$ cat config.mk
export PLATFORM = sky130hd
export DESIGN_NAME = bis_queue
export DESIGN_NICKNAME = d
export VERILOG_FILES = /design/src/design/bis_queue.sv
export SDC_FILE = /design/constraint.sdc
export NUM_CORES = 1
export LEC_CHECK = 0
export ABC_AREA = 1
export BUFFER_PORTS_ARGS = -buffer_cell sky130_fd_sc_hd__buf_4
export CORE_UTILIZATION = 49
export CTS_CLUSTER_DIAMETER = 100
export DETAILED_ROUTE_END_ITERATION = 7
export PLACE_DENSITY = 0.83
export SLEW_MARGIN = 20
export SYNTH_ARGS = -nofsm -noshare
export SYNTH_HDL_FRONTEND = slang
export SYNTH_SLANG_ARGS = --single-unit
$ cat constraint.sdc
create_clock -name clk_i -period 1.8 [get_ports clk_i]
set_clock_uncertainty 0.15 [all_clocks]
set_input_delay 0.18 -clock clk_i [delete_from_list [all_inputs] [get_ports clk_i]]
set_output_delay 0.18 -clock clk_i [all_outputs]
set_load 0.01 [all_outputs]
$ cat src/design/bis_queue.sv
// ----------------------------------------------------------------------------
// bis_queue
// Short first-in first-out queue of jobs between the front and back ends.
// ----------------------------------------------------------------------------
module bis_queue #(
  parameter int W     = 8,
  parameter int DEPTH = 2
) (
  input  logic         clk_i,
  input  logic         rst_ni,
  input  logic         push_i,
  input  logic [W-1:0] data_i,
  output logic         full_o,
  input  logic         pop_i,
  output logic         valid_o,
  output logic [W-1:0] data_o
);

  localparam int PW = $clog2(DEPTH);
  localparam int CW = $clog2(DEPTH + 1);

  logic [W-1:0]  mem_q [DEPTH];
  logic [PW-1:0] wptr_q, wptr_d;
  logic [PW-1:0] rptr_q, rptr_d;
  logic [CW-1:0] cnt_q, cnt_d;

  assign full_o  = cnt_q == CW'(DEPTH);
  assign valid_o = cnt_q != '0;
  assign data_o  = mem_q[rptr_q];

  always_comb begin
    wptr_d = wptr_q;
    rptr_d = rptr_q;
    cnt_d  = cnt_q;
    if (push_i) begin
      wptr_d = (wptr_q == PW'(DEPTH - 1)) ? '0 : wptr_q + PW'(1);
    end
    if (pop_i) begin
      rptr_d = (rptr_q == PW'(DEPTH - 1)) ? '0 : rptr_q + PW'(1);
    end
    if (push_i && !pop_i) begin
      cnt_d = cnt_q + CW'(1);
    end else if (pop_i && !push_i) begin
      cnt_d = cnt_q - CW'(1);
    end
  end

  always_ff @(posedge clk_i or negedge rst_ni) begin
    if (!rst_ni) begin
      wptr_q <= '0;
      rptr_q <= '0;
      cnt_q  <= '0;
    end else begin
      wptr_q <= wptr_d;
      rptr_q <= rptr_d;
      cnt_q  <= cnt_d;
    end
  end

  always_ff @(posedge clk_i) begin
    if (push_i) begin
      mem_q[wptr_q] <= data_i;
    end
  end

endmodule

======== Word level (Yosys, flattened, before mapping) ========
Memories as Yosys holds them, arrays and structs flattened.
Cells that the tools add are included.
operators by class
  add/subtract/negate cells ............... 4
  eq/ne operators ......................... 1
  multiplexer cells ....................... 6
  reduce and logical (&&, ||, !) cells .... 6
operator list
  cell                   count
  $mux W1                4
  $mux W2                2
  $reduce_bool A2 Y1     2
  $add A1 B1 Y1 const B  2
  $add A2 B1 Y2 const B  1
  $eq A2 B2 Y1 const B   1
  $logic_and A1 B1 Y1    2
  $logic_not A1 Y1       2
  $sub A2 B1 Y2 const B  1
word-level totals
  bits in registers ....................... 4
  RAM bits ................................ 16
  memories kept ........................... 1
memory list
  memory  words  width  read ports  clocked after memory_dff  write ports  line  source
  mem_q   2      8      1           0                         1            22    logic [W-1:0] mem_q [DEPTH];

======== Longest topological paths before layout ========
Gate-level depths: netlist of run 1.
  depth in word-level cells ............... 4
  depth in mapped cells ................... 7
  depth with buffers taken out ............ 7

======== Worst setup path after synthesis of run 1 ========
OpenSTA, ideal clock, no wires.
  path type ............................... reg2reg
  from .................................... reg wptr_q
  to ...................................... mem mem_q[0][0], enable pin
  arrival ................................. 0.774 ns
  required time ........................... 1.280 ns
  setup slack ............................. 0.506 ns
  cell stages (with the launch flop) ...... 2
  buffers on the path ..................... 0
  cells stage by stage .................... dfrtp_1 -> nor2_1
RTL lines
  item                    line  source
  start, declared         23    logic [PW-1:0] wptr_q, wptr_d;
  start signal, assigned  54    wptr_q <= wptr_d;
  end, declared           22
No word-level cell before the write port.

======== Final worst setup path of run 1 ========
  from .................................... reg rptr_q
  to ...................................... out data_o[1]
between the ends
  cells in the longest elaborated chain, start to end .. 1
RTL lines
  item                    line  source
  start, declared         24    logic [PW-1:0] rptr_q, rptr_d;
  start signal, assigned  55    rptr_q <= rptr_d;
  $mem_v2 Z2 W8           --
  end, declared           16    output logic [W-1:0] data_o
No other way between the ends.

==> impl_metrics.py, run 1 <==
metrics = {
    "run_status": {
        "status": "finished clean",
    },
    "setup_path": {
        "reg2regPathDepth": 2,
        "crit_family": "flip-flops",
        "cp.required_ns": 1.47,
        "critPathKind": "reg2out",
        "arrival_ns": 1.30,
        "slowest_stage": "dfrtp_2",
        "worstReg2RegStart": "wptr_q",
        "worstSetupStartpoint": "rptr_q",
        "rrSetupSlack_ns": 0.62,
        "crit_fanout": 9,
        "cp-start-kind": "flip-flop",
        "end_kind": "output pin",
        "path_buf_inv": 1,
        "max_stage_delay_ns": 0.54,
        "path_cells": "mux2_4 -> buf_4",
        "r2r_end": "mem_q[1][3]",
    },
    "timing": {
        "worst_pin_slew_ns": 0.3290,
        "fmax_mhz": 612.3,
        "slew_headroom_pct": 78.04,
        "rsz0062_at_grt": "no",
        "hold_violations": 0,
        "slew_violations": 0,
        "min_period_ns": 1.633,
        "finalSetupViolCount": 0,
        "finalSetupTns_ns": 0,
        "fin_crit_sh_pct": 90.73,
    },
    "logic_synthesis": {
        "synth_top_cell_by_area": "edfxtp_1",
        "synth_area_um2": 818.3,
        "synth_seq_cells": 20,
        "synth.most_common_cell": "edfxtp_1",
        "synth_fp_nets": 63,
        "ys.flop_type": "edfxtp_1",
        "seq_area_frac_synth_pct": 70.95,
        "ys_warn_count": 0,
        "yosysTopAreaCellShare_pct": 58.72,
        "synth_edf_count": 16,
        "async_flop_share_pct": 20.00,
        "synth_area_leaders": "edfxtp_1 59%, mux2_4 15%, dfrtp_1 12%",
        "ys_top_cells_by_count": "16 x edfxtp_1, 8 x mux2_4, 7 x inv_1",
        "avgSynthCellArea_um2": 16.37,
        "synthCells": 50,
        "synth.distinct_cells": 12,
    },
    "clock_network": {
        "htreeDepth": 1,
        "clockBufferDepth": 2,
        "post_cts_buffers": 0,
        "clock-root-buffer": "clkbuf_4",
        "cts_sinks": 20,
        "clkLatencyLatePin_ns": 0.28,
        "path_clk_slew_ns": 0.10,
        "cts_tree": "built",
        "numCtsBuffers": 3,
    },
    "finish": {
        "syn2layout_area_growth_pct": 38.07,
        "diodes": 0,
        "drive_above_1_share_pct": 39.53,
        "fin_util_pct": 73.30,
        "fin_nets": 100,
        "n_fill_cell": 112,
    },
    "grt": {
        "grt_use_total_pct": 17.27,
        "grt_pass1_wl_um": 2256,
        "grt_overflow": 0,
        "grt_start_max_net_pins": 12,
        "grt_pass1_vias": 509,
        "antenna_found_initial": 0,
    },
    "placed_design": {
        "io_buffers": 21,
        "gp_congestion": 0.7766,
        "hpwl_um": 907.2,
    },
    "pwr": {
        "p_total_uw": 1467,
        "leakagePower_uw": 0.0005076,
        "peakVddDrop_mv": 0.6717,
        "power-per-cell-area_nw_per_um2": 1298,
    },
    "floorplanning": {
        "io_pins": 22,
        "rows": 14,
        "core_area_um2": 1541,
        "die-area_um2": 1837,
        "die_x_um": 42.87,
        "die_y_um": 42.87,
        "start_util_pct": 53.08,
    },
    "drt": {
        "ant_nets": 0,
        "dr.pass1.iters": 2,
        "dr.first_iter.drc_count": 4,
        "drc": 0,
        "routed_wl_um": 1342,
        "wl_per_cell_um": 13.16,
        "viasPerCell": 4.931,
        "vias": 503,
    },
    "job": {
        "drv_cap": 0,
    },
    "worst_hold_path": {
        "holdCritPathClass": "in2async",
    },
}
routing by layer:
| metal | global-route usage (%) | wire length [µm] | up-vias |
|---|---|---|---|
| met1 | 19.71 | 514 | 246 |
| met2 | 30.61 | 757 | 13 |
| met4 | 7.500 | 18 | 0 |
| met5 | 0 | 0 | - |
| met3 | 3.830 | 51 | 2 |
| li1 | - | - | 242 |
what timing repair did:
item,in CTS,in global routing
hold endpoints to repair,22,0
hold buffers,11,0
resized for setup,0,1
endpoints found under the setup margin,0,8
through the flow:
step	instances	worst slack [ns]	hold slack, ns	area, µm²
floorplan	50	0.5062	-0.2656	818.3
global placement	87	0.3442	-0.1706	992.2
detailed placement	87	0.3467	-0.1711	992.2
CTS	102	0.02448	0.05948	1129
global route	102	0.1037	0.04248	1130
finish	102	0.1669	0.05651	1130
report_power, final:
| part | internal (µW) | total, µW | switching, µW |
|---|---|---|---|
| registers | 630 | 731 | 101 |
| logic | 323 | 533 | 210 |
| clock network | 80.4 | 203 | 122 |
| total | 1030 | 1470 | 433 |
final cells by class:
type	instances	area (µm²)	share of cell area [%]
clock buffers	3	22.52	1.993
inverters	7	26.28	2.326
clock inverters	1	3.754	0.3322
flip-flops and latches	20	581.8	51.50
multi-input cells	22	200.2	17.72
repair buffers	33	275.3	24.36
well taps	16	20.02	1.772
cell usage in the layout, fill, tap and decap left out, drive strengths merged:
cell | synthesis | final
buf | 1 | 22
edfxtp | 16 | 16
dlygate4sd3 | 0 | 11
mux2 | 8 | 8
inv | 7 | 7
nand2 | 6 | 6
dfrtp | 4 | 4
clkbuf | 0 | 3
nor2 | 2 | 2
xor2 | 2 | 2
xnor2 | 1 | 1
nand3 | 1 | 1
nand4 | 1 | 1
ha | 1 | 1
clkinv | 0 | 1
cell families after synthesis:
family | share of synthesized area, %
xor gates and xnor gates | 3.212
and+or+nand+nor | 5.046
DFF | 70.95
muxes | 14.68
buffers and inverters | 4.588
adders and majority gates | 1.529
state kept, by name, indices dropped and copies added, names as in the netlist:
signal and count:
mem_q 16, cnt_q 2, rptr_q 1, wptr_q 1
worst max-delay path by stage:
stage / end / cells after the start / slack, ns
global route: data_o[7] / 2 / 0.10
floorplan: mem_q[0][0] / 1 / 0.51
global placement: data_o[4] / 2 / 0.34
detailed placement: data_o[1] / 2 / 0.35
CTS: data_o[1] / 2 / 0.02
finish: data_o[1] / 2 / 0.17
Note: power is estimated with default switching activity, not from simulation.
==> inputs of run 2 (changes only) <==
--- a/config.mk
+++ b/config.mk
@@ -5,9 +5,8 @@
 export SDC_FILE = /design/constraint.sdc
 export NUM_CORES = 1
 export LEC_CHECK = 0
-export ABC_AREA = 1
 export BUFFER_PORTS_ARGS = -buffer_cell sky130_fd_sc_hd__buf_4
-export CORE_UTILIZATION = 49
+export CORE_UTILIZATION = 48
 export CTS_CLUSTER_DIAMETER = 100
 export DETAILED_ROUTE_END_ITERATION = 7
 export PLACE_DENSITY = 0.83
==> constraint.sdc (replaced) <==
create_clock -name clk_i -period 1.76 [get_ports clk_i]
set_clock_uncertainty 0.15 [all_clocks]
set_input_delay 0.176 -clock clk_i [delete_from_list [all_inputs] [get_ports clk_i]]
set_output_delay 0.176 -clock clk_i [all_outputs]
set_load 0.01 [all_outputs]
==> impl_metrics.py, run 2 <==
metrics = {
    "setup_path": {
        "critPathKind": "reg2out",
        "worstReg2RegStart": "wptr_q",
        "end_kind": "output pin",
        "cp-start-kind": "flip-flop",
        "cp.required_ns": 1.43,
        "path_buf_inv": 1,
        "path_cells": "mux2_2 -> buf_4",
        "crit_fanout": 9,
        "crit_family": "flip-flops",
        "worstSetupStartpoint": "rptr_q",
        "slowest_stage": "dfrtp_2",
        "arrival_ns": 1.29,
        "max_stage_delay_ns": 0.50,
    },
    "drt": {
        "drc": 0,
        "dr.first_iter.drc_count": 3,
        "vias": 460,
        "ant_nets": 0,
        "routed_wl_um": 1241,
        "dr.pass1.iters": 4,
        "wl_per_cell_um": 13.20,
        "viasPerCell": 4.894,
    },
    "floorplanning": {
        "rows": 14,
        "io_pins": 22,
        "die_y_um": 42.14,
        "die-area_um2": 1775,
        "die_x_um": 42.14,
        "core_area_um2": 1506,
        "start_util_pct": 51.33,
    },
    "clock_network": {
        "clockBufferDepth": 2,
        "path_clk_slew_ns": 0.10,
        "cts_sinks": 20,
        "numCtsBuffers": 3,
        "cts_tree": "built",
        "clock-root-buffer": "clkbuf_4",
        "htreeDepth": 1,
        "clkLatencyLatePin_ns": 0.28,
    },
    "timing": {
        "slew_violations": 0,
        "worst_pin_slew_ns": 0.3835,
        "min_period_ns": 1.615,
        "finalSetupViolCount": 0,
        "slew_headroom_pct": 74.43,
        "fmax_mhz": 619.0,
        "finalSetupTns_ns": 0,
        "fin_crit_sh_pct": 91.78,
        "rsz0062_at_grt": "no",
        "hold_violations": 0,
        "holdWs_ns": 0.09786,
    },
    "finish": {
        "fin_nets": 92,
        "largest_register_ffs": 16,
        "layout_commonest_cell": "buf_4",
        "top_regs": "mem_q (16), cnt_q (2)",
        "fin_cells": 94,
        "stdcell_area_um2": 1092,
        "largest-register": "mem_q",
        "diodes": 0,
        "final_cell_mix": "23 x buf_4, 16 x edfxtp_1, 11 x dlygate4sd3_1, 8 x mux2_2, 4 x xor2_1",
        "drive_above_1_share_pct": 47.44,
        "syn2layout_area_growth_pct": 41.26,
    },
    "logic_synthesis": {
        "synth_fp_nets": 54,
        "synth_seq_cells": 20,
        "async_flop_share_pct": 20.00,
        "ys_warn_count": 0,
        "ys.flop_type": "edfxtp_1",
        "yosysTopAreaCellShare_pct": 62.14,
        "synth.most_common_cell": "edfxtp_1",
        "synth_top_cell_by_area": "edfxtp_1",
        "synth_area_leaders": "edfxtp_1 62%, dfrtp_1 13%, mux2_2 12%",
        "synthCells": 41,
        "synth_edf_count": 16,
        "synth_area_um2": 773.2,
        "synth.distinct_cells": 13,
        "seq_area_frac_synth_pct": 75.08,
        "avgSynthCellArea_um2": 18.86,
        "ys_top_cells_by_count": "16 x edfxtp_1, 8 x mux2_2, 4 x dfrtp_1, 4 x xor2_1",
    },
    "pwr": {
        "leakagePower_uw": 0.0004480,
        "peakVddDrop_mv": 0.5933,
        "power-per-cell-area_nw_per_um2": 1314,
    },
    "grt": {
        "grt_use_total_pct": 16.48,
        "grt_pass1_wl_um": 2070,
        "antenna_found_initial": 0,
        "grt_pass1_vias": 471,
        "grt_overflow": 0,
        "grt_start_max_net_pins": 12,
    },
    "placed_design": {
        "hpwl_um": 813.4,
        "dp.cells": 79,
        "gp_congestion": 0.7052,
        "io_buffers": 21,
        "place_area_um2": 954.7,
    },
    "run_status": {
        "status": "finished clean",
    },
    "worst_hold_path": {
        "holdCritPathClass": "in2async",
    },
    "job": {
        "drv_cap": 0,
    },
}
-- run 2: cell types whose count changed in the layout (fill, tap and decap cells not counted), moves of 2 or more --
| cell | change |
|---|---|
| mux2_4 | -8 |
| nand2_1 | -6 |
| mux2_2 | +8 |
| xor2_1 | +2 |
| inv_1 | -6 |
-- run 2: worst paths after layout --
| kind | cells past startpoint | slack (ns) | endpoint |
|---|---|---|---|
| min in group clk_i | 1 | 0.35 | wptr_q |
| worst max-delay path | 2 | 0.14 | data_o[0] |
| max in group asynchronous | 2 | 1.25 | rptr_q |
| worst min register to register | 1 | 0.35 | wptr_q |
| worst max register to register | 1 | 0.52 | mem_q[1][7] |
| worst min-delay path | 2 | 0.1 | cnt_q[0] |
-- run 2: final cells by class --
type | count | area [µm²]
sequential | 20 | 581.8
fill | 106 | 414.1
timing repair buffer | 34 | 282.8
multi-input combinational | 19 | 177.7
clock buffer | 3 | 22.52
tap | 16 | 20.02
clock inverter | 1 | 3.754
inverter | 1 | 3.754
-- run 2: report_power, final --
| part | internal (µW) | switching (µW) | leakage, µW |
|---|---|---|---|
| sequential | 645 | 86.9 | 0.000196 |
| combinational | 303 | 191 | 0.000237 |
| clock | 82.3 | 127 | 0.0000154 |
| total | 1030 | 405 | 0.000448 |
-- run 2: layer usage --
metal | wire length, µm | track usage (%) | share of wire, % | vias to the layer above
li1 | - | - | - | 225
met3 | 37 | 3.879 | 3.0 | 0
met4 | 0 | 7.500 | 0 | 0
met5 | 0 | 0 | 0 | -
met1 | 501 | 19.23 | 40 | 222
met2 | 703 | 28.75 | 57 | 13
-- run 2: kinds of logic (layout without fill, tap and decap cells) --
kind of cell  after synthesis  after routing  share of synthesized area (%)
fa+ha+maj                   1              1                          1.618
buf+inv                     2             39                          1.941
simple gates                5              5                          4.047
xor+xnor                    5              5                          5.663
flops                      20             20                          75.08
mux                         8              8                          11.65
-- run 2: what timing repair did --
item | 4_1_cts | 5_1_grt
setup buffers | 0 | 0
endpoints found under the setup margin | 0 | 8
hold buffers | 11 | 0
gates resized for setup | 0 | 1
hold endpoints to repair | 22 | 0
-- run 2: metrics by stage --
stage,util (%),worst slack (ns),power [µW]
floorplan,-,0.4483,1008
finish,72.51,0.1446,1435
CTS,72.43,0.01596,1450
global route,72.51,0.06221,1525
detailed placement,63.37,0.3427,1221
global placement,63.37,0.3600,1200
