--- config.mk ---
export PLATFORM = sky130hd
export DESIGN_NAME = bis_front_flat
export DESIGN_NICKNAME = d
export VERILOG_FILES = /design/src/design/bis_pkg.sv /design/src/design/bis_if.sv /design/src/design/bis_front.sv /design/src/flat_wrapper.sv
export SDC_FILE = /design/constraint.sdc
export NUM_CORES = 1
export LEC_CHECK = 0
export ABC_AREA = 0
export BUFFER_PORTS_ARGS = -buffer_cell sky130_fd_sc_hd__buf_2
export CELL_PAD_IN_SITES_DETAIL_PLACEMENT = 0
export CELL_PAD_IN_SITES_GLOBAL_PLACEMENT = 1
export CORE_MARGIN = 4
export CORE_UTILIZATION = 39
export DETAILED_ROUTE_END_ITERATION = 10
export GPL_TIMING_DRIVEN = 0
export PLACE_DENSITY = 0.78
export SYNTH_ARGS = -nofsm -noshare
export SYNTH_HDL_FRONTEND = slang
export SYNTH_SLANG_ARGS = --single-unit
export TNS_END_PERCENT = 5
--- constraint.sdc ---
create_clock -name clk_i -period 4.5 [get_ports clk_i]
set_input_delay 0.45 -clock clk_i [delete_from_list [all_inputs] [get_ports clk_i]]
set_output_delay 0.45 -clock clk_i [all_outputs]
set_load 0.03 [all_outputs]
--- src/design/bis_pkg.sv ---
// ----------------------------------------------------------------------------
// bis_pkg
// Shared constants of the bilinear image sampler: register map, pixel word
// layout and luma coefficients.
// ----------------------------------------------------------------------------
package bis_pkg;

  // configuration port
  localparam int CFG_IDX_W  = 2;
  localparam int CFG_DATA_W = 9;

  localparam logic [CFG_IDX_W-1:0] REG_IMAGE_WIDTH  = 2'd0;
  localparam logic [CFG_IDX_W-1:0] REG_IMAGE_HEIGHT = 2'd1;

  localparam logic [CFG_DATA_W-1:0] DIM_RESET = 9'd256;

  // stored pixel word: luma, red, green, blue
  localparam int PIX_W = 32;

  // luma coefficients, q0.16, summing to exactly one
  localparam logic [23:0] COEF_R = 24'd13933;
  localparam logic [23:0] COEF_G = 24'd46871;
  localparam logic [23:0] COEF_B = 24'd4732;

endpackage

--- src/design/bis_if.sv ---
// ----------------------------------------------------------------------------
// bis_if
// Valid/ready channels of the sampler: item requests, results and
// configuration writes.
// ----------------------------------------------------------------------------
interface bis_in_if;
  logic        valid;
  logic        ready;
  logic        kind;
  logic [7:0]  red;
  logic [7:0]  green;
  logic [7:0]  blue;
  logic [15:0] x_pos;
  logic [15:0] y_pos;

  modport source (output valid, kind, red, green, blue, x_pos, y_pos, input ready);
  modport sink   (input valid, kind, red, green, blue, x_pos, y_pos, output ready);
endinterface


interface bis_cfg_if;
  logic                            valid;
  logic                            ready;
  logic [bis_pkg::CFG_IDX_W-1:0]   index;
  logic [bis_pkg::CFG_DATA_W-1:0]  data;

  modport source (output valid, index, data, input ready);
  modport sink   (input valid, index, data, output ready);
endinterface

--- src/design/bis_front.sv ---
// ----------------------------------------------------------------------------
// bis_front
// Accepts requests and configuration writes, keeps the raster load position,
// saturates query coordinates and builds jobs for the back end.
// ----------------------------------------------------------------------------
module bis_front #(
  parameter int MAX_WIDTH  = 256,
  parameter int MAX_HEIGHT = 256,
  parameter int FRAC_BITS  = 8,
  parameter int EW         = 2
) (
  input  logic                        clk_i,
  input  logic                        rst_ni,
  bis_cfg_if.sink                     cfg_i,
  bis_in_if.sink                      req_i,
  output logic                        push_o,
  output logic [EW-1:0]               job_o,
  input  logic                        full_i,
  output logic [$clog2(MAX_WIDTH):0]  width_o
);
  import bis_pkg::*;

  localparam int XW = $clog2(MAX_WIDTH);
  localparam int YW = $clog2(MAX_HEIGHT);
  localparam int AW = $clog2(MAX_WIDTH * MAX_HEIGHT);
  localparam int IW = 16 - FRAC_BITS;

  typedef struct packed {
    logic                 is_query;
    logic [AW-1:0]        base;
    logic [XW-1:0]        col;
    logic                 dx;
    logic                 dy;
    logic [FRAC_BITS-1:0] fx;
    logic [FRAC_BITS-1:0] fy;
    logic [PIX_W-1:0]     pix;
  } job_t;

  typedef struct packed {
    logic                 is_query;
    logic [AW-1:0]        addr;
    logic [XW-1:0]        ix;
    logic [YW-1:0]        iy;
    logic [FRAC_BITS-1:0] fx;
    logic [FRAC_BITS-1:0] fy;
    logic                 dx;
    logic                 dy;
    logic [7:0]           red;
    logic [7:0]           green;
    logic [7:0]           blue;
  } stage_t;

  // configuration
  logic [CFG_DATA_W-1:0] width_q, width_d;
  logic [CFG_DATA_W-1:0] height_q, height_d;
  logic                  cfg_hit;
  logic [XW-1:0]         wm1;
  logic [YW-1:0]         hm1;
  logic [XW:0]           wdim;

  // load position
  logic [XW-1:0] wr_col_q, wr_col_d;
  logic [YW-1:0] wr_row_q, wr_row_d;
  logic [AW-1:0] wr_idx_q, wr_idx_d;
  logic          wr_done_q, wr_done_d;

  // input stage
  logic   s1_v_q, s1_v_d;
  stage_t s1_q, s1_d;
  logic   accept, is_load, drop;

  logic [IW-1:0] xi, yi;
  logic          x_over, y_over;

  // job build
  logic [YW+XW:0] row0_full;
  logic [23:0]    luma_sum;
  logic [8:0]     luma_up;
  logic [7:0]     luma;
  job_t           job;

  assign cfg_i.ready = 1'b1;
  assign cfg_hit     = cfg_i.valid
                       && (cfg_i.index == REG_IMAGE_WIDTH || cfg_i.index == REG_IMAGE_HEIGHT);

  always_comb begin
    width_d  = width_q;
    height_d = height_q;
    if (cfg_i.valid && cfg_i.index == REG_IMAGE_WIDTH) begin
      width_d = cfg_i.data;
    end
    if (cfg_i.valid && cfg_i.index == REG_IMAGE_HEIGHT) begin
      height_d = cfg_i.data;
    end
  end

  // effective dimension minus one, clamped to one..max
  always_comb begin
    if (width_q == '0) begin
      wm1 = '0;
    end else if (32'(width_q) > 32'(MAX_WIDTH)) begin
      wm1 = XW'(MAX_WIDTH - 1);
    end else begin
      wm1 = XW'(width_q - 9'd1);
    end
    if (height_q == '0) begin
      hm1 = '0;
    end else if (32'(height_q) > 32'(MAX_HEIGHT)) begin
      hm1 = YW'(MAX_HEIGHT - 1);
    end else begin
      hm1 = YW'(height_q - 9'd1);
    end
  end

  assign wdim    = {1'b0, wm1} + (XW+1)'(1);
  assign width_o = wdim;

  assign req_i.ready = !s1_v_q || !full_i;
  assign accept      = req_i.valid && req_i.ready;
  assign is_load     = !req_i.kind;
  assign drop        = is_load && wr_done_q;

  // raster load position
  always_comb begin
    wr_col_d  = wr_col_q;
    wr_row_d  = wr_row_q;
    wr_idx_d  = wr_idx_q;
    wr_done_d = wr_done_q;
    if (cfg_hit) begin
      wr_col_d  = '0;
      wr_row_d  = '0;
      wr_idx_d  = '0;
      wr_done_d = 1'b0;
    end else if (accept && is_load && !wr_done_q) begin
      wr_idx_d = wr_idx_q + AW'(1);
      if (wr_col_q == wm1) begin
        wr_col_d = '0;
        if (wr_row_q == hm1) begin
          wr_done_d = 1'b1;
        end else begin
          wr_row_d = wr_row_q + YW'(1);
        end
      end else begin
        wr_col_d = wr_col_q + XW'(1);
      end
    end
  end

  // coordinate split and saturation
  assign xi     = req_i.x_pos[15:FRAC_BITS];
  assign yi     = req_i.y_pos[15:FRAC_BITS];
  assign x_over = 32'(xi) > 32'(wm1);
  assign y_over = 32'(yi) > 32'(hm1);

  always_comb begin
    s1_d          = s1_q;
    s1_v_d        = s1_v_q && full_i;
    if (accept) begin
      s1_v_d        = !drop;
      s1_d.is_query = req_i.kind;
      s1_d.addr     = wr_idx_q;
      s1_d.ix       = x_over ? wm1 : XW'(xi);
      s1_d.iy       = y_over ? hm1 : YW'(yi);
      s1_d.fx       = x_over ? '0 : req_i.x_pos[FRAC_BITS-1:0];
      s1_d.fy       = y_over ? '0 : req_i.y_pos[FRAC_BITS-1:0];
      s1_d.dx       = x_over ? 1'b0 : (XW'(xi) != wm1);
      s1_d.dy       = y_over ? 1'b0 : (YW'(yi) != hm1);
      s1_d.red      = req_i.red;
      s1_d.green    = req_i.green;
      s1_d.blue     = req_i.blue;
    end
  end

  // job build: row base for queries, inverted luma for loads
  assign row0_full = s1_q.iy * wdim;
  assign luma_sum  = {16'b0, s1_q.red} * COEF_R + {16'b0, s1_q.green} * COEF_G
                     + {16'b0, s1_q.blue} * COEF_B;
  assign luma_up   = 9'(({1'b0, luma_sum} + 25'd65535) >> 16);
  assign luma      = (luma_up > 9'd255) ? 8'd0 : 8'(9'd255 - luma_up);

  always_comb begin
    job.is_query = s1_q.is_query;
    job.base     = s1_q.is_query ? AW'(row0_full) : s1_q.addr;
    job.col      = s1_q.ix;
    job.dx       = s1_q.dx;
    job.dy       = s1_q.dy;
    job.fx       = s1_q.fx;
    job.fy       = s1_q.fy;
    job.pix      = {luma, s1_q.red, s1_q.green, s1_q.blue};
  end

  assign push_o = s1_v_q && !full_i;
  assign job_o  = EW'(job);

  always_ff @(posedge clk_i or negedge rst_ni) begin
    if (!rst_ni) begin
      width_q   <= DIM_RESET;
      height_q  <= DIM_RESET;
      wr_col_q  <= '0;
      wr_row_q  <= '0;
      wr_idx_q  <= '0;
      wr_done_q <= 1'b0;
      s1_v_q    <= 1'b0;
    end else begin
      width_q   <= width_d;
      height_q  <= height_d;
      wr_col_q  <= wr_col_d;
      wr_row_q  <= wr_row_d;
      wr_idx_q  <= wr_idx_d;
      wr_done_q <= wr_done_d;
      s1_v_q    <= s1_v_d;
    end
  end

  always_ff @(posedge clk_i) begin
    s1_q <= s1_d;
  end

  // a load past the end of the image leaves nothing behind
  assert property (@(posedge clk_i) disable iff (!rst_ni)
    (accept && is_load && wr_done_q) |=> !s1_v_q)
    else $error("dropped load reached the input stage");

endmodule

--- src/flat_wrapper.sv ---
// flat-port wrapper written by rule: the top's interface ports become plain ports
module bis_front_flat import bis_pkg::*;
#(
  parameter int MAX_WIDTH  = 256,
  parameter int MAX_HEIGHT = 256,
  parameter int FRAC_BITS  = 8,
  parameter int EW         = 2
)
  (clk_i, rst_ni, push_o, job_o, full_i, width_o, cfg_i_valid, cfg_i_index, cfg_i_data, cfg_i_ready, req_i_valid, req_i_kind, req_i_red, req_i_green, req_i_blue, req_i_x_pos, req_i_y_pos, req_i_ready);
  bis_cfg_if cfg_i_i ();
  bis_in_if req_i_i ();
  input  logic clk_i;
  input  logic rst_ni;
  output logic push_o;
  output logic [EW-1:0] job_o;
  input  logic full_i;
  output logic [$clog2(MAX_WIDTH):0] width_o;
  input wire logic [$bits(cfg_i_i.valid)-1:0] cfg_i_valid;
  input wire logic [$bits(cfg_i_i.index)-1:0] cfg_i_index;
  input wire logic [$bits(cfg_i_i.data)-1:0] cfg_i_data;
  output wire logic [$bits(cfg_i_i.ready)-1:0] cfg_i_ready;
  input wire logic [$bits(req_i_i.valid)-1:0] req_i_valid;
  input wire logic [$bits(req_i_i.kind)-1:0] req_i_kind;
  input wire logic [$bits(req_i_i.red)-1:0] req_i_red;
  input wire logic [$bits(req_i_i.green)-1:0] req_i_green;
  input wire logic [$bits(req_i_i.blue)-1:0] req_i_blue;
  input wire logic [$bits(req_i_i.x_pos)-1:0] req_i_x_pos;
  input wire logic [$bits(req_i_i.y_pos)-1:0] req_i_y_pos;
  output wire logic [$bits(req_i_i.ready)-1:0] req_i_ready;
  assign cfg_i_i.valid = cfg_i_valid;
  assign cfg_i_i.index = cfg_i_index;
  assign cfg_i_i.data = cfg_i_data;
  assign cfg_i_ready = cfg_i_i.ready;
  assign req_i_i.valid = req_i_valid;
  assign req_i_i.kind = req_i_kind;
  assign req_i_i.red = req_i_red;
  assign req_i_i.green = req_i_green;
  assign req_i_i.blue = req_i_blue;
  assign req_i_i.x_pos = req_i_x_pos;
  assign req_i_i.y_pos = req_i_y_pos;
  assign req_i_ready = req_i_i.ready;
  bis_front #(.MAX_WIDTH(MAX_WIDTH), .MAX_HEIGHT(MAX_HEIGHT), .FRAC_BITS(FRAC_BITS), .EW(EW)) u_core (.clk_i(clk_i), .rst_ni(rst_ni), .cfg_i(cfg_i_i), .req_i(req_i_i), .push_o(push_o), .job_o(job_o), .full_i(full_i), .width_o(width_o));
endmodule
; ---- After elaboration in Yosys (flattened, before gate mapping)
; Cells that the tools add are included.
[word_totals]
regBits = 38
inputBits = 73
output_inout_bits = 14
wordCells = 58
[op_classes]
add_sub_neg = 5
magnitude_cmp = 2
n_eq_ne = 4
n_mux = 16
reduce_logical = 24
[ops]
columns = cell, n
row1 = $mux 8, 11
row2 = $gt 9x9->1 const B, 2
row3 = $logic_not 9->1, 2
row4 = $add 8x1->8 const B, 2
row5 = $eq 8x8->1, 2
row6 = $sub 8x1->8 const B, 2
row7 = $add 8x1->9 const B, 1
row8 = $logic_and 1x1->1, 9
row9 = $reduce_and 3->1, 2
row10 = $reduce_bool 2->1, 3
row11 = $logic_not 1->1, 5
row12 = $mux 1, 5
row13 = $eq 2x1->1 const B, 1
row14 = $logic_not 2->1, 1
row15 = $logic_or 1x1->1, 2
row16 = $ne 2x1->1 const B, 1

; ---- Logic depth before layout (Yosys ltp)
[logic_depth]
ltp_word = 8
ltp_mapped = 16

; ---- Least setup slack after synthesis
; OpenSTA, ideal clock, no wires.
[synth_path]
path_type = register to output
from = register u_core.width_q[0]
to = output width_o[6]
t_arrival_ps = 3022
setup_slack_ps = 1028
path_stages_with_launch = 12
path_cell_list = dfrtp_1 > clkbuf_1 > inv_1 > ha_1 > or4b_4 > buf_6 > or3_1 > nand2_1 > inv_1 > ha_1 > nor3b_1 > xor2_1
[synth_via]
elab_chain_len = 4
word_cells_on_any_way = 6
[synth_lines]
columns = item, line_no
row1 = "start, declared", bis_front.sv:54  ; logic [CFG_DATA_W-1:0] width_q, width_d;
row2 = "start signal, assigned", bis_front.sv:205  ; width_q <= width_d;
row3 = $sub 8x1->8 / $gt 9x9->1 (equally long branches), "bis_front.sv:104, bis_front.sv:101"
row4 = $mux 8, bis_front.sv:101  ; end else if (32'(width_q) > 32'(MAX_WIDTH)) begin
row5 = $mux 8 *, bis_front.sv:99  ; if (width_q == '0) begin
row6 = $add 8x1->9 *, bis_front.sv:115  ; assign wdim = {1'b0, wm1} + (XW+1)'(1);
row7 = "end, declared", flat_wrapper.sv:17  ; output logic [$clog2(MAX_WIDTH):0] width_o;
; Every way passes the cells marked *; elsewhere a longest branch is shown, timed or not.

; ---- Worst setup path after layout
[layout_path]
from = register u_core.width_q[0]
to = register u_core.wr_row_q[0]
[layout_via]
elab_chain_len = 6
word_cells_on_any_way = 8
[layout_lines]
columns = item, line_no
row1 = $sub 8x1->8 / $gt 9x9->1 (equally long branches), "bis_front.sv:104, bis_front.sv:101"
row2 = $mux 8, bis_front.sv:101
row3 = $mux 8 *, bis_front.sv:99
row4 = $eq 8x8->1 *, bis_front.sv:136  ; if (wr_col_q == wm1) begin
row5 = $reduce_bool 2->1 (no line) *, -
row6 = $reduce_and 3->1 (no line) *, -
row7 = "end signal, assigned", bis_front.sv:208  ; wr_row_q <= wr_row_d;
row8 = "end, declared", bis_front.sv:63  ; logic [YW-1:0] wr_row_q, wr_row_d;
; Marks and branches as above.
; A chain may end at the register's enable or synchronous reset.

==> impl_results.md <==
* Status: complete, no violations
* Final nets at 458
* Crit-path cells: clkbuf_1 > inv_1 > ha_1 > buf_2 > nor4b_1 > o21ai_0 > o21ai_0 > xor2_1 > nand3_2 > nor3_1 > mux2_2
* Reg area at 963 sq um
* Netlist cell types at 69
* P&R area growth vs syn at 14.0%
* Die width at 95.3 um
* Slew @ Worst Pin at 0.830 ns
* Hold_buf cts at 0
* CTS resizes at 0
* Top_reg_cell synth: dfrtp_1
* EDFF count, synth at 2
* Pre-antenna DRT Iters at 5
* CP max-delay cell: xor2_1
* CTS Buffer Depth at 2
* Largest net degree at the start of global routing at 37
* Min Tclk post-route at 3.98 ns
* CP dominant cell by count: o21ai_0
* Ys Warns at 0
* Critical path capture point type: flop
* Port-buffer cells at 31
* Most common cell after layout, fill and taps aside: dfrtp_1
* Peak fanout along the critical path at 10
* Initial DRC count at 345
* Number of vias per cell at 5.77
* GP Congestion at 0.876
* Layout cells sized above 1 at 19.9%
* LEAKAGE at 1.40 nW
* Commonest cells after routing, fill and taps aside: dfrtp_1 (34), nand2_1 (32), buf_2 (32), nor2_1 (29)
* Antenna viol nets, final at 0
* Final hold vios at 0
* Area of the multi-input gates at 1850 sq um
* Setup violators final at 0
* Count of pins over their slew limit at 0
* DR WL met2 at 3390 um
* Final Cycle Share at 88.4%
* Total Wirelength at 7550 um
* Finished Cell Area at 3390 sq um
* DP Wirelength at 5610 um
* CP required at 4.73 ns
* Yosys reg bits at 38
* Placement Setup Slack at 0.677 ns
* Grt total ovfl at 0
* Total CTS buffers at 5
* Power Dens Cells at 397 nW/um^2
* Syn avg cell area at 8.68 sq um
* Critical path class: reg2reg
* Max Cap Violations at 0
* Die H at 95.3 um
* H-tree lvl count at 2
* Syn_nets at 420
* Vias post-DR at 2,770
* Core area at 7330 sq um
* Fillers at 724
* Overall Global Routing Usage at 17.5%
* Worst slew margin relative to its limit at 44.7%
* Worst path max stage delay at 0.65 ns
* Synth async-reset ratio at 94.7%
* VDD IR max at 0.000188 V
* Skew-Pair Late Insertion Delay at 0.29 ns
* TNS Setup at 0 ns
* Initial antenna violation count at 0
* CTS Sinks at 38
* Vias in the first global route at 2,579
* RSZ-0062 raised after global routing: no
* DRC Markers at 0
* Critical Path Source Type: flop
* Std-Cell Rows at 31
* Register area share after synthesis at 32.4%
* I/O pins at 87
* WL met3 at 486 um
* Crit path DAT at 4.21 ns
* WL per Instance at 15.7 um
* F_max at 0.251 GHz
* Setup ws final at 0.523 ns
* Initial Utilization at 40.5%
* Highest routed layer: met4
* Post-DP Area at 3250 sq um
* CTS clk-pin slew, worst paths at 0.08 ns
* CTS tree: done
* ANT cells at 0
* Clock Skews at 0.00493 ns
* Synth Instances at 342
* R2R Setup Slk at 0.52 ns
* Post-Syn Area at 2970 sq um
* Met1 WL at 3600 um
* Setup bufs post-CTS at 0
* Root Buffer: clkbuf_8
* Worst hold path class: in2async
* Die area at 9070 sq um
* Global-route wire length before repair at 12,600 um
==> area by class of cell <==
cell class | instances | area share, %
buffer | 18 | 2.59
inverter | 17 | 1.88
sequential | 38 | 28.5
timing repair buffer | 31 | 4.58
clock buffer | 5 | 2.03
multi-input combinational | 269 | 54.8
clock inverter | 3 | 2.03
tap | 99 | 3.66
==> logic make-up after synthesis <==
family,share of synthesized area [%]
AO/OA/AOI/OAI,19.5
XOR/XNOR,7.08
adder cells (fa/ha/maj),3.12
buffers and inverters,5.10
flip-flops,32.4
multiplexers,6.74
other,0.126
AND/OR/NAND/NOR,25.9
==> cell usage after synthesis, drive strengths merged (3+ instances only) <==
master / instances / area, sq um
a211oi: 5 / 37.5
or4b: 3 / 33.8
xnor2: 13 / 114
inv: 17 / 63.8
a21o: 3 / 22.5
nor2: 29 / 109
a211o: 3 / 26.3
or3: 7 / 43.8
ha: 5 / 62.6
nor4: 6 / 67.6
xor2: 11 / 96.3
o22ai: 3 / 25.0
nor2b: 5 / 31.3
maj3: 3 / 30.0
nor4b: 3 / 32.5
dfrtp: 34 / 851
a32oi: 3 / 26.3
nand4b: 4 / 35.0
nand4: 3 / 18.8
nand2: 32 / 120
and3: 4 / 25.0
clkbuf: 13 / 48.8
a41oi: 4 / 35.0
buf: 5 / 38.8
o21ai: 18 / 93.8
a21oi: 15 / 75.1
nand3: 9 / 50.1
nand2b: 6 / 37.5
mux2: 16 / 180
a311oi: 3 / 26.3
and2: 4 / 25.0
nor3: 10 / 55.1
a31oi: 3 / 18.8
or4: 4 / 30.0
==> final timing paths <==
kind / depth (start not counted) / endpoint / start
worst max-delay path: 11 / u_core.wr_row_q[0]$_DFFE_PN0P_ / u_core.width_q[0]$_DFFE_PN0P_
worst min-delay path: 1 / u_core.wr_row_q[4]$_DFFE_PN0P_ / rst_ni
worst max register to register: 11 / u_core.wr_row_q[0]$_DFFE_PN0P_ / u_core.width_q[0]$_DFFE_PN0P_
worst min register to register: 2 / u_core.s1_v_q$_DFF_PN0_ / u_core.s1_v_q$_DFF_PN0_
max in group asynchronous: 1 / u_core.width_q[2]$_DFFE_PN0P_ / rst_ni
min in group clk_i: 1 / u_core.job_o[0]$_DFFE_PP_ / req_i_blue[0]
==> sequential cells by signal, summed over array words and instances (netlist names) <==
name / flops
u_core.wr_col_q: 8
u_core.s1_v_q: 1
u_core.width_q: 9
u_core.wr_row_q: 8
u_core.wr_done_q: 1
u_core.height_q: 9
u_core.job_o: 2
==> stage by stage <==
stage,hold slack (ns),total power [mW],std cells,util (%)
3_5_place_dp,0.489,0.993,472,44.3
6_report,0.241,1.34,480,46.2
4_1_cts,0.271,1.35,480,46.2
2_1_floorplan,0.154,0.850,342,-
5_1_grt,0.316,1.43,480,46.2
3_3_place_gp,0.482,0.986,472,44.3
==> report_power, final <==
part	leakage (nW)	switching (mW)	total, mW	internal (mW)
logic	0.853	0.362	0.569	0.207
clock network	0.0683	0.131	0.354	0.222
registers	0.478	0.0389	0.420	0.381
total	1.40	0.532	1.34	0.810
==> per-layer routing <==
layer  global-route usage [%]  vias to the layer above
met4                     5.05                        0
met3                     2.37                        9
met2                     26.9                      106
met5                        0                        -
li1                         -                     1330
met1                     25.6                     1325
==> critical path, delay by kind of cell, from the launching register on <==
kind            cells  cell delay (ns)
compound gates      2             0.55
xor+xnor            1             0.65
fa+ha+maj           1             0.22
buf+inv             3             0.60
flops               1             0.36
mux                 1             0.25
simple gates        3             1.28
(Power assumes the default switching activity.)
