File: config.mk
export PLATFORM = sky130hd
export DESIGN_NAME = bis_back_flat
export DESIGN_NICKNAME = d
export VERILOG_FILES = /design/src/design/bis_pkg.sv /design/src/design/bis_if.sv /design/src/design/bis_back.sv /design/src/flat_wrapper.sv
export SDC_FILE = /design/constraint.sdc
export NUM_CORES = 1
export LEC_CHECK = 0
export BUFFER_PORTS_ARGS = -buffer_cell sky130_fd_sc_hd__buf_4
export CORE_UTILIZATION = 49
export CTS_CLUSTER_SIZE = 25
export DETAILED_ROUTE_END_ITERATION = 8
export GPL_TIMING_DRIVEN = 0
export PLACE_DENSITY = 0.83
export SETUP_SLACK_MARGIN = 0.02
export SLEW_MARGIN = 20
export SYNTH_ARGS = -nofsm -noshare
export SYNTH_HDL_FRONTEND = slang
export SYNTH_SLANG_ARGS = --single-unit
File: constraint.sdc
create_clock -name clk_i -period 3.53 [get_ports clk_i]
set_input_delay 0.8825 -clock clk_i [delete_from_list [all_inputs] [get_ports clk_i]]
set_output_delay 0.8825 -clock clk_i [all_outputs]
set_load 0.03 [all_outputs]
File: src/design/bis_pkg.sv
// ----------------------------------------------------------------------------
// bis_pkg
// Shared constants of the bilinear image sampler: register map, pixel word
// layout and luma coefficients.
// ----------------------------------------------------------------------------
package bis_pkg;

  // configuration port
  localparam int CFG_IDX_W  = 2;
  localparam int CFG_DATA_W = 9;

  localparam logic [CFG_IDX_W-1:0] REG_IMAGE_WIDTH  = 2'd0;
  localparam logic [CFG_IDX_W-1:0] REG_IMAGE_HEIGHT = 2'd1;

  localparam logic [CFG_DATA_W-1:0] DIM_RESET = 9'd256;

  // stored pixel word: luma, red, green, blue
  localparam int PIX_W = 32;

  // luma coefficients, q0.16, summing to exactly one
  localparam logic [23:0] COEF_R = 24'd13933;
  localparam logic [23:0] COEF_G = 24'd46871;
  localparam logic [23:0] COEF_B = 24'd4732;

endpackage

File: src/design/bis_if.sv


interface bis_out_if;
  logic        valid;
  logic        ready;
  logic [23:0] intensity_value;
  logic [7:0]  red_out;
  logic [7:0]  green_out;
  logic [7:0]  blue_out;

  modport source (output valid, intensity_value, red_out, green_out, blue_out, input ready);
  modport sink   (input valid, intensity_value, red_out, green_out, blue_out, output ready);
endinterface


File: src/design/bis_back.sv
// ----------------------------------------------------------------------------
// bis_back
// Executes jobs on the image memory: writes loaded pixels, reads the four
// neighbours of a query and accumulates the bilinear sums.
// ----------------------------------------------------------------------------
module bis_back #(
  parameter int MAX_WIDTH  = 256,
  parameter int MAX_HEIGHT = 256,
  parameter int FRAC_BITS  = 8,
  parameter int EW         = 2
) (
  input  logic                                       clk_i,
  input  logic                                       rst_ni,
  input  logic                                       valid_i,
  input  logic [EW-1:0]                              job_i,
  output logic                                       pop_o,
  input  logic [$clog2(MAX_WIDTH):0]                 width_i,
  output logic                                       ram_we_o,
  output logic [$clog2(MAX_WIDTH * MAX_HEIGHT)-1:0]  ram_waddr_o,
  output logic [bis_pkg::PIX_W-1:0]                  ram_wdata_o,
  output logic                                       ram_re_o,
  output logic [$clog2(MAX_WIDTH * MAX_HEIGHT)-1:0]  ram_raddr_o,
  input  logic [bis_pkg::PIX_W-1:0]                  ram_rdata_i,
  bis_out_if.source                                  rsp_o
);
  import bis_pkg::*;

  localparam int XW    = $clog2(MAX_WIDTH);
  localparam int AW    = $clog2(MAX_WIDTH * MAX_HEIGHT);
  localparam int SH    = 2 * FRAC_BITS;
  localparam int WT_W  = SH + 1;
  localparam int ACC_W = WT_W + 8;
  localparam int LUM_W = ACC_W + 16;

  localparam logic ST_IDLE = 1'b0;
  localparam logic ST_RUN  = 1'b1;

  localparam logic [FRAC_BITS:0] ONE = {1'b1, {FRAC_BITS{1'b0}}};

  typedef struct packed {
    logic                 is_query;
    logic [AW-1:0]        base;
    logic [XW-1:0]        col;
    logic                 dx;
    logic                 dy;
    logic [FRAC_BITS-1:0] fx;
    logic [FRAC_BITS-1:0] fy;
    logic [PIX_W-1:0]     pix;
  } job_t;

  job_t head;
  job_t job_q, job_d;
  logic st_q, st_d;
  logic [1:0] cnt_q, cnt_d;

  // issue side
  job_t                 cur;
  logic [1:0]           k;
  logic                 issue, stall;
  logic [FRAC_BITS:0]   xf, yf;
  logic [2*FRAC_BITS+1:0] wt_full;
  logic [AW-1:0]        rd_addr;

  // accumulate side
  logic             rd_v_q, rd_v_d;
  logic [1:0]       rd_k_q, rd_k_d;
  logic [WT_W-1:0]  wt_q, wt_d;
  logic [ACC_W-1:0] acc_l_q, acc_r_q, acc_g_q, acc_b_q;
  logic [ACC_W-1:0] sum_l, sum_r, sum_g, sum_b;
  logic             fin;
  logic [LUM_W-1:0] lum_wide;
  logic [ACC_W-1:0] ch_r, ch_g, ch_b;

  // result register
  logic        out_v_q, out_v_d;
  logic [23:0] out_int_q;
  logic [7:0]  out_r_q, out_g_q, out_b_q;

  assign head  = job_t'(job_i);
  assign fin   = rd_v_q && rd_k_q == 2'd3;
  assign stall = fin && out_v_q && !rsp_o.ready;

  assign cur   = (st_q == ST_IDLE) ? head : job_q;
  assign k     = (st_q == ST_IDLE) ? 2'd0 : cnt_q;
  assign pop_o = (st_q == ST_IDLE) && valid_i && !stall;
  assign issue = !stall && ((st_q == ST_RUN) || (valid_i && head.is_query && st_q == ST_IDLE));

  always_comb begin
    st_d  = st_q;
    cnt_d = cnt_q;
    job_d = job_q;
    case (st_q)
      ST_IDLE: begin
        if (pop_o && head.is_query) begin
          st_d  = ST_RUN;
          cnt_d = 2'd1;
          job_d = head;
        end
      end
      ST_RUN: begin
        if (!stall) begin
          cnt_d = cnt_q + 2'd1;
          if (cnt_q == 2'd3) begin
            st_d = ST_IDLE;
          end
        end
      end
      default: begin
        st_d = ST_IDLE;
      end
    endcase
  end

  // neighbour order: top-left, top-right, bottom-left, bottom-right
  assign xf      = k[0] ? {1'b0, cur.fx} : ONE - {1'b0, cur.fx};
  assign yf      = k[1] ? {1'b0, cur.fy} : ONE - {1'b0, cur.fy};
  assign wt_full = xf * yf;
  assign rd_addr = cur.base + AW'(cur.col) + AW'(k[0] & cur.dx)
                   + ((k[1] & cur.dy) ? AW'(width_i) : '0);

  assign ram_we_o    = pop_o && !head.is_query;
  assign ram_waddr_o = head.base;
  assign ram_wdata_o = head.pix;
  assign ram_re_o    = issue;
  assign ram_raddr_o = rd_addr;

  always_comb begin
    rd_v_d = rd_v_q;
    rd_k_d = rd_k_q;
    wt_d   = wt_q;
    if (!stall) begin
      rd_v_d = issue;
      rd_k_d = k;
      wt_d   = wt_full[WT_W-1:0];
    end
  end

  // products of the pixel just read with its weight
  assign sum_l = ((rd_k_q == 2'd0) ? '0 : acc_l_q)
                 + ACC_W'(ram_rdata_i[31:24]) * ACC_W'(wt_q);
  assign sum_r = ((rd_k_q == 2'd0) ? '0 : acc_r_q)
                 + ACC_W'(ram_rdata_i[23:16]) * ACC_W'(wt_q);
  assign sum_g = ((rd_k_q == 2'd0) ? '0 : acc_g_q)
                 + ACC_W'(ram_rdata_i[15:8]) * ACC_W'(wt_q);
  assign sum_b = ((rd_k_q == 2'd0) ? '0 : acc_b_q)
                 + ACC_W'(ram_rdata_i[7:0]) * ACC_W'(wt_q);

  // rescale luma to q8.16, floor the colour
  assign lum_wide = (LUM_W'(sum_l) << 16) >> SH;
  assign ch_r     = sum_r >> SH;
  assign ch_g     = sum_g >> SH;
  assign ch_b     = sum_b >> SH;

  assign out_v_d = (fin && !stall) ? 1'b1 : (out_v_q && !rsp_o.ready);

  always_ff @(posedge clk_i or negedge rst_ni) begin
    if (!rst_ni) begin
      st_q    <= ST_IDLE;
      cnt_q   <= '0;
      rd_v_q  <= 1'b0;
      rd_k_q  <= '0;
      out_v_q <= 1'b0;
    end else begin
      st_q    <= st_d;
      cnt_q   <= cnt_d;
      rd_v_q  <= rd_v_d;
      rd_k_q  <= rd_k_d;
      out_v_q <= out_v_d;
    end
  end

  always_ff @(posedge clk_i) begin
    job_q <= job_d;
    wt_q  <= wt_d;
    if (rd_v_q && !stall) begin
      acc_l_q <= sum_l;
      acc_r_q <= sum_r;
      acc_g_q <= sum_g;
      acc_b_q <= sum_b;
    end
    if (fin && !stall) begin
      out_int_q <= lum_wide[23:0];
      out_r_q   <= (ch_r > ACC_W'(255)) ? 8'd255 : ch_r[7:0];
      out_g_q   <= (ch_g > ACC_W'(255)) ? 8'd255 : ch_g[7:0];
      out_b_q   <= (ch_b > ACC_W'(255)) ? 8'd255 : ch_b[7:0];
    end
  end

  assign rsp_o.valid           = out_v_q;
  assign rsp_o.intensity_value = out_int_q;
  assign rsp_o.red_out         = out_r_q;
  assign rsp_o.green_out       = out_g_q;
  assign rsp_o.blue_out        = out_b_q;

  // the image memory is never written and read in the same cycle
  assert property (@(posedge clk_i) disable iff (!rst_ni)
    ram_we_o |-> !ram_re_o)
    else $error("image memory written and read in one cycle");

  // the four neighbour reads of a query come back to back
  assert property (@(posedge clk_i) disable iff (!rst_ni)
    (rd_v_q && rd_k_q != 2'd3) |=> (rd_v_q && rd_k_q == $past(rd_k_q) + 2'd1))
    else $error("neighbour read sequence broken");

  // the last neighbour lands in the result register unless it is blocked
  assert property (@(posedge clk_i) disable iff (!rst_ni)
    (fin && !stall) |=> out_v_q)
    else $error("finished query lost");

  // a blocked final sum issues no further reads and takes no further jobs
  assert property (@(posedge clk_i) disable iff (!rst_ni)
    stall |-> (!ram_re_o && !pop_o))
    else $error("back end advanced while the result was blocked");

endmodule
File: src/flat_wrapper.sv
// flat-port wrapper written by rule: the top's interface ports become plain ports
module bis_back_flat import bis_pkg::*;
#(
  parameter int MAX_WIDTH  = 256,
  parameter int MAX_HEIGHT = 256,
  parameter int FRAC_BITS  = 8,
  parameter int EW         = 2
)
  (clk_i, rst_ni, valid_i, job_i, pop_o, width_i, ram_we_o, ram_waddr_o, ram_wdata_o, ram_re_o, ram_raddr_o, ram_rdata_i, rsp_o_valid, rsp_o_intensity_value, rsp_o_red_out, rsp_o_green_out, rsp_o_blue_out, rsp_o_ready);
  bis_out_if rsp_o_i ();
  input  logic clk_i;
  input  logic rst_ni;
  input  logic valid_i;
  input  logic [EW-1:0] job_i;
  output logic pop_o;
  input  logic [$clog2(MAX_WIDTH):0] width_i;
  output logic ram_we_o;
  output logic [$clog2(MAX_WIDTH * MAX_HEIGHT)-1:0] ram_waddr_o;
  output logic [bis_pkg::PIX_W-1:0] ram_wdata_o;
  output logic ram_re_o;
  output logic [$clog2(MAX_WIDTH * MAX_HEIGHT)-1:0] ram_raddr_o;
  input  logic [bis_pkg::PIX_W-1:0] ram_rdata_i;
  output wire logic [$bits(rsp_o_i.valid)-1:0] rsp_o_valid;
  output wire logic [$bits(rsp_o_i.intensity_value)-1:0] rsp_o_intensity_value;
  output wire logic [$bits(rsp_o_i.red_out)-1:0] rsp_o_red_out;
  output wire logic [$bits(rsp_o_i.green_out)-1:0] rsp_o_green_out;
  output wire logic [$bits(rsp_o_i.blue_out)-1:0] rsp_o_blue_out;
  input wire logic [$bits(rsp_o_i.ready)-1:0] rsp_o_ready;
  assign rsp_o_valid = rsp_o_i.valid;
  assign rsp_o_intensity_value = rsp_o_i.intensity_value;
  assign rsp_o_red_out = rsp_o_i.red_out;
  assign rsp_o_green_out = rsp_o_i.green_out;
  assign rsp_o_blue_out = rsp_o_i.blue_out;
  assign rsp_o_i.ready = rsp_o_ready;
  bis_back #(.MAX_WIDTH(MAX_WIDTH), .MAX_HEIGHT(MAX_HEIGHT), .FRAC_BITS(FRAC_BITS), .EW(EW)) u_core (.clk_i(clk_i), .rst_ni(rst_ni), .valid_i(valid_i), .job_i(job_i), .pop_o(pop_o), .width_i(width_i), .ram_we_o(ram_we_o), .ram_waddr_o(ram_waddr_o), .ram_wdata_o(ram_wdata_o), .ram_re_o(ram_re_o), .ram_raddr_o(ram_raddr_o), .ram_rdata_i(ram_rdata_i), .rsp_o(rsp_o_i));
endmodule
======== Yosys cells after proc, flatten, opt, wreduce, memory -nomap -nowiden ========
Cells that the tools add are included.
cells by class
  add/sub/neg operators ................... 10
  multiply operators ...................... 5
  divide/modulo/power cells ............... 0
  $lt $le $gt $ge ......................... 3
  equal/unequal tests ..................... 3
  shift-type cells ........................ 0
  multiplexer cells ....................... 15
  bitwise logic cells ..................... 3
  reductions and logical operators ........ 13
operators with widths
  operator                                             number
  adder 25 bit                                         4
  multiplier 8 x 17 -> 25 bit                          4
  2-to-1 mux 25 bit                                    4
  2-to-1 mux 74 bit                                    1
  adder 16 bit                                         2
  > comparator 9 x 8 -> 1 bit (second input constant)  3
  2-to-1 mux 9 bit                                     3
  subtractor 9 x 8 -> 9 bit (first input constant)     2
  multiplier 9 x 9 -> 17 bit                           1
  adder 16 x 8 -> 16 bit                               1
  logical AND 1 bit                                    9
  2-to-1 mux 2 bit                                     3
  equality test 2 bit (second input constant)          2
  2-to-1 mux 1 bit                                     3
  adder 2 x 1 -> 2 bit (second input constant)         1
  AND 1 bit                                            2
  logical NOT 1 bit                                    2
  logical NOT 2 bit                                    1
  inequality test 2 bit (second input constant)        1
  case mux 1 bit (2 select lines)                      1
  AND reduction 2 bit                                  1
  inverter 1 bit                                       1
storage, ports and cells
  flip-flop bits (word level) ............. 172
  latch bits .............................. 0
  bits in writable memories ............... 0
  memory bits (read-only) ................. 0
  input bits .............................. 47
  output and inout bits ................... 116
  memories kept ........................... 0

======== Depth between registers and ports, before layout ========
  word-level depth ........................ 7
  gate-level depth with buffers ........... 17

======== Least setup slack after synthesis ========
OpenSTA, ideal clock, no wires.
  path kind ............................... register to register
  from .................................... register u_core.rd_k_q[1]
  to ...................................... register u_core.out_g_q[7] (netlist: u_core.rsp_o.green_out[7]), data pin
  setup time .............................. 0.264 ns
  arrival ................................. 3.405 ns
  required time ........................... 3.266 ns
  setup slack ............................. -0.139 ns
  stages on the path, launching flop included .. 15
  cell sequence ........................... dfrtp_1 > nor2_1 > clkbuf_1 > buf_2 > nor2b_1 > ha_1 > ha_1 > ha_1 > fa_1 > ha_1 > fa_1 > a21o_1 > a21oi_1 > xnor2_1 > o21bai_1
on the way
  word-level cells in the longest chain between the ends .. 4
RTL lines
  element                      line             text
  start, declared              bis_back.sv:66   logic [1:0] rd_k_q, rd_k_d;
  start signal, assigned       bis_back.sv:167  rd_k_q <= rd_k_d;
  logical NOT 2 bit (*)        bis_back.sv:143  assign sum_g = ((rd_k_q == 2'd0) ? '0 : acc_g_q)
  2-to-1 mux 25 bit (*)        bis_back.sv:143
  adder 25 bit (*)             bis_back.sv:144  + ACC_W'(ram_rdata_i[15:8]) * ACC_W'(wt_q);
  named net u_core.sum_g[23]   bis_back.sv:69   logic [ACC_W-1:0] sum_l, sum_r, sum_g, sum_b;
  > comparator 9 x 8 -> 1 bit  bis_back.sv:184  out_g_q <= (ch_g > ACC_W'(255)) ? 8'd255 : ch_g[7:0];
  end signal, assigned         bis_back.sv:184
  end, declared                bis_back.sv:77   logic [7:0] out_r_q, out_g_q, out_b_q;
Mark *: on every way through the listed nets, which the timed path passes. The rest lies on a longest branch.
A chain may end at the register's enable or synchronous reset.

======== Worst setup path after layout ========
  from .................................... register u_core.rd_k_q[0]
  to ...................................... register u_core.out_r_q[7] (netlist: u_core.rsp_o.red_out[7]), data pin
on the way
  word-level cells in the longest chain between the ends .. 4
RTL lines
  element                      line             text
  logical NOT 2 bit (*)        bis_back.sv:141  assign sum_r = ((rd_k_q == 2'd0) ? '0 : acc_r_q)
  2-to-1 mux 25 bit (*)        bis_back.sv:141
  adder 25 bit (*)             bis_back.sv:142  + ACC_W'(ram_rdata_i[23:16]) * ACC_W'(wt_q);
  named net u_core.sum_r[23]   bis_back.sv:69
  > comparator 9 x 8 -> 1 bit  bis_back.sv:183  out_r_q <= (ch_r > ACC_W'(255)) ? 8'd255 : ch_r[7:0];
  end signal, assigned         bis_back.sv:183
  end, declared                bis_back.sv:77
Marks and branches as above.

==> metrics.yaml <==
run_status:
  outcome: "finished clean"
route:
  ant_nets: 0
  via_count: 3981
  wl_per_cell_um: 14.50
  via_per_inst: 4.662
  first_pass_iters: 6
  drc: 0
  drt_iter0_drc: 194
  wl_um: 12380
logic_synthesis:
  muxShareOfSynthArea_pct: 0.1778
  async_reset_ff_share_pct: 6.542
  synthTopCellsByArea: "edfxtp_1, ha_1, buf_4"
  syn_avg_cell_area_sq_um: 12.90
  yosys.area_share.simple_pct: 10.29
  yosysUniqueCellTypes: 42
  synth_fa_ha_area_share_pct: 17.94
  synth_top_area_cell: "edfxtp_1"
  ys.flop_type: "edfxtp_1"
  synth_top_area_share_pct: 47.41
  synth_enable_flop_cells: 100
  synth_cells: 491
  ys_ff_latch: 107
  synth_compound_area_share_pct: 7.606
  synth_area_sq_mm: 0.006334
  ys_seq_area_share_pct: 50.18
  synth_xor_area_share_pct: 3.615
  yosysWarnings: 0
  synth_top_family_by_area: "adder cells"
setup_path:
  crit_arrival_ns: 3.57
  reg2reg_slack_ns: 0.04
  regToRegEndpoint: "u_core.rsp_o.red_out[7]"
  cp-end-kind: "flip-flop"
  slowest_delay_ns: 0.45
  reg2reg_depth: 15
  crit_family: "adder cells"
  critPathKind: "reg2reg"
  critPathBufInv: 3
  slowest_stage: "fa_1"
  worstPathMaxFanout: 5
  worstSetupStartpointType: "flip-flop"
  cp.required_ns: 3.61
  path_cells: "nor2_4 -> buf_8 -> buf_12 -> buf_8 -> nor2b_1 -> ha_2 -> ha_4 -> ha_4 -> fa_1 -> ha_2 -> fa_2 -> a21o_1 -> a21oi_2 -> xnor2_2 -> o21bai_1"
  reg2reg_from: "u_core.rd_k_q[0]"
grt:
  grt_overflow: 0
  grt_start_max_net_pins: 52
  grt_pass1_vias: 3804
  antenna_found_initial: 0
  grt_pass1_wl_um: 18330
  track_usage_pct: 18.33
placed_design:
  portBuffers: 89
  place_area_sq_mm: 0.007487
  gp_congestion: 0.7914
  dp_hpwl_um: 8716
sta:
  hold_viol: 0
  finalCriticalPeriod_ns: 3.493
  timing.slew.headroom_pct: 51.13
  skew_ns: 0.007435
  maxSlewViolCount: 0
  tightestPinTransition_ns: 0.7331
  min_period_over_period_pct: 98.95
  fmax_ghz: 0.2863
  rsz0062_at_grt: "true"
  finalSetupViolations: 0
floorplan:
  die_h_um: 115.7
  die_w_um: 115.7
  start_util_pct: 50.19
  die_area_sq_mm: 0.01338
  num_io_pins: 163
  rows: 41
  core-area_sq_mm: 0.01262
cts:
  htreeDepth: 3
  clkLatencyLatePin_ns: 0.34
  clock_sinks: 107
  cts.path.max_buffers: 2
  path_clk_slew_ns: 0.07
  cts_root_buf: "clkbuf_16"
  cts_buffers: 9
  cts_tree: "built"
cells_and_area:
  final_nets: 811
  finish.instance_area_sq_mm: 0.008153
  area_growth_pct: 28.72
  antenna_cells: 0
  fillers: 970
  drive_gt1_share_pct: 37.54
pwr:
  power_mw: 2.548
  max-vdd-ir-drop_mv: 0.2255
  powerDensity_mw_per_mm2: 312.5
  power_leakage_nw: 3.680
flow_run:
  maxCapViolCount: 0
worst_hold_path:
  holdCritPathClass: "in2async"
[where the power goes]
group	switching, mW	total [mW]	internal (mW)
registers	0.0000000000000000354	1.38	1.38
logic	0.158	0.281	0.123
clock network	0.419	0.889	0.469
total	0.578	2.55	1.97
[repair_timing]
| item | CTS | global route |
|---|---|---|
| pin swaps | 3 | 31 |
| setup buffers | 12 | 14 |
| hold buffers | 0 | 0 |
| setup endpoints to repair | 44 | 29 |
| endpoints found under the hold margin | 0 | 0 |
| resized for setup | 23 | 33 |
[worst register-to-register path, cell delays in order (launching register included)]
cell and delay (ns):
dfrtp_2 0.41, nor2_4 0.06, buf_8 0.12, buf_12 0.13
buf_8 0.11, nor2b_1 0.12, ha_2 0.22, ha_4 0.21
ha_4 0.15, fa_1 0.45, ha_2 0.23, fa_2 0.39
a21o_1 0.18, a21oi_2 0.18, xnor2_2 0.10, o21bai_1 0.17
[worst max path at each step]
stage	start	to	slack, ns	depth (start not counted)
2_1_floorplan	ram_rdata_i[9]	u_core.rsp_o.green_out[7]	0.02	11
3_3_place_gp	rsp_o_ready	u_core.rsp_o.intensity_value[7]	-1.03	3
3_5_place_dp	u_core.rd_k_q[1]	u_core.rsp_o.green_out[7]	-0.46	14
4_1_cts	u_core.rd_k_q[1]	u_core.rsp_o.green_out[7]	0.001	14
5_1_grt	u_core.rd_k_q[1]	u_core.rsp_o.red_out[7]	-0.06	15
6_report	u_core.rd_k_q[0]	u_core.rsp_o.red_out[7]	0.04	15
[cell families (layout without fill, tap and decap cells)]
logic type / Yosys count / in the layout
simple gates: 109 / 109
flops: 107 / 107
buf+inv: 100 / 230
fa+ha+maj: 86 / 86
compound gates: 66 / 66
xor+xnor: 21 / 21
other cells: 1 / 62
mux: 1 / 1
[layer usage]
| layer | routed length [um] | up-vias | GRT usage, % | share of wire [%] |
|---|---|---|---|---|
| met5 | 0 | - | 0 | 0 |
| met4 | 137 | 0 | 7.094 | 1.1 |
| met3 | 573 | 11 | 2.615 | 4.6 |
| met2 | 6273 | 113 | 31.74 | 51 |
| met1 | 5396 | 1888 | 23.32 | 44 |
| li1 | - | 1969 | - | - |
[synth_stat cells, drive strengths merged (2+ instances only)]
cell type and count:
or3 2, ha 78, nand2b 2, and3 3, inv 23, o21bai 19
o311a 2, nor2b 49, o211ai 2, edfxtp 100, dfrtp 7, nor2 7
a21oi 13, nand2 8, and2 32, nand4 3, fa 8, buf 71
a21boi 2, a211oi 2, clkbuf 6, xnor2 18, o21ai 8, a21o 14
xor2 3
[placed cells by master, fill, tap and decap left out, drive strengths merged, types with 3 or more instances in the layout]
cell and instances:
fa 8, and2 32, edfxtp 100, o21bai 19
dfrtp 7, and3 3, nor2 7, xnor2 18
xor2 3, clkinv 4, o21ai 8, a21o 14
buf 190, a21oi 13, nand2 8, inv 23
ha 78, conb 62, nor2b 49, clkbuf 13
nand4 3
[layout make-up]
| cell class | count | area, sq um | share of cell area, % |
|---|---|---|---|
| repair buffers | 116 | 895.9 | 10.99 |
| clock inverters | 4 | 18.77 | 0.2302 |
| inverters | 23 | 86.33 | 1.059 |
| multi-input cells | 345 | 2917 | 35.77 |
| plain buffers | 76 | 606.8 | 7.443 |
| clock buffers | 11 | 232.7 | 2.855 |
| well taps | 172 | 215.2 | 2.640 |
| flip-flops and latches | 107 | 3181 | 39.01 |
[state kept, by name, indices dropped and copies added, names as in the netlist]
| name | cells |
|---|---|
| u_core.rsp_o.intensity_value | 24 |
| u_core.wt_q | 1 |
| u_core.rd_k_q | 2 |
| u_core.rsp_o.blue_out | 8 |
| u_core.rsp_o.valid | 1 |
| u_core.rd_v_q | 1 |
| u_core.acc_r_q | 9 |
| u_core.acc_g_q | 9 |
| u_core.acc_b_q | 9 |
| u_core.cnt_q | 2 |
| u_core.acc_l_q | 24 |
| u_core.st_q | 1 |
| u_core.rsp_o.red_out | 8 |
| u_core.rsp_o.green_out | 8 |
[metrics by stage]
stage	TNS, ns	worst slack (ns)	cells	hold WS (ns)	util (%)
floorplan	0	0.02495	552	0.4857	-
global placement	-56.54	-1.025	813	0.5021	59.09
detailed placement	-9.160	-0.4591	814	0.5171	59.33
CTS	0	0.001160	841	0.3340	62.57
global route	-0.08189	-0.05846	854	0.3408	64.60
finish	0	0.03689	854	0.3413	64.60
Power figures use the tool's default switching activity.
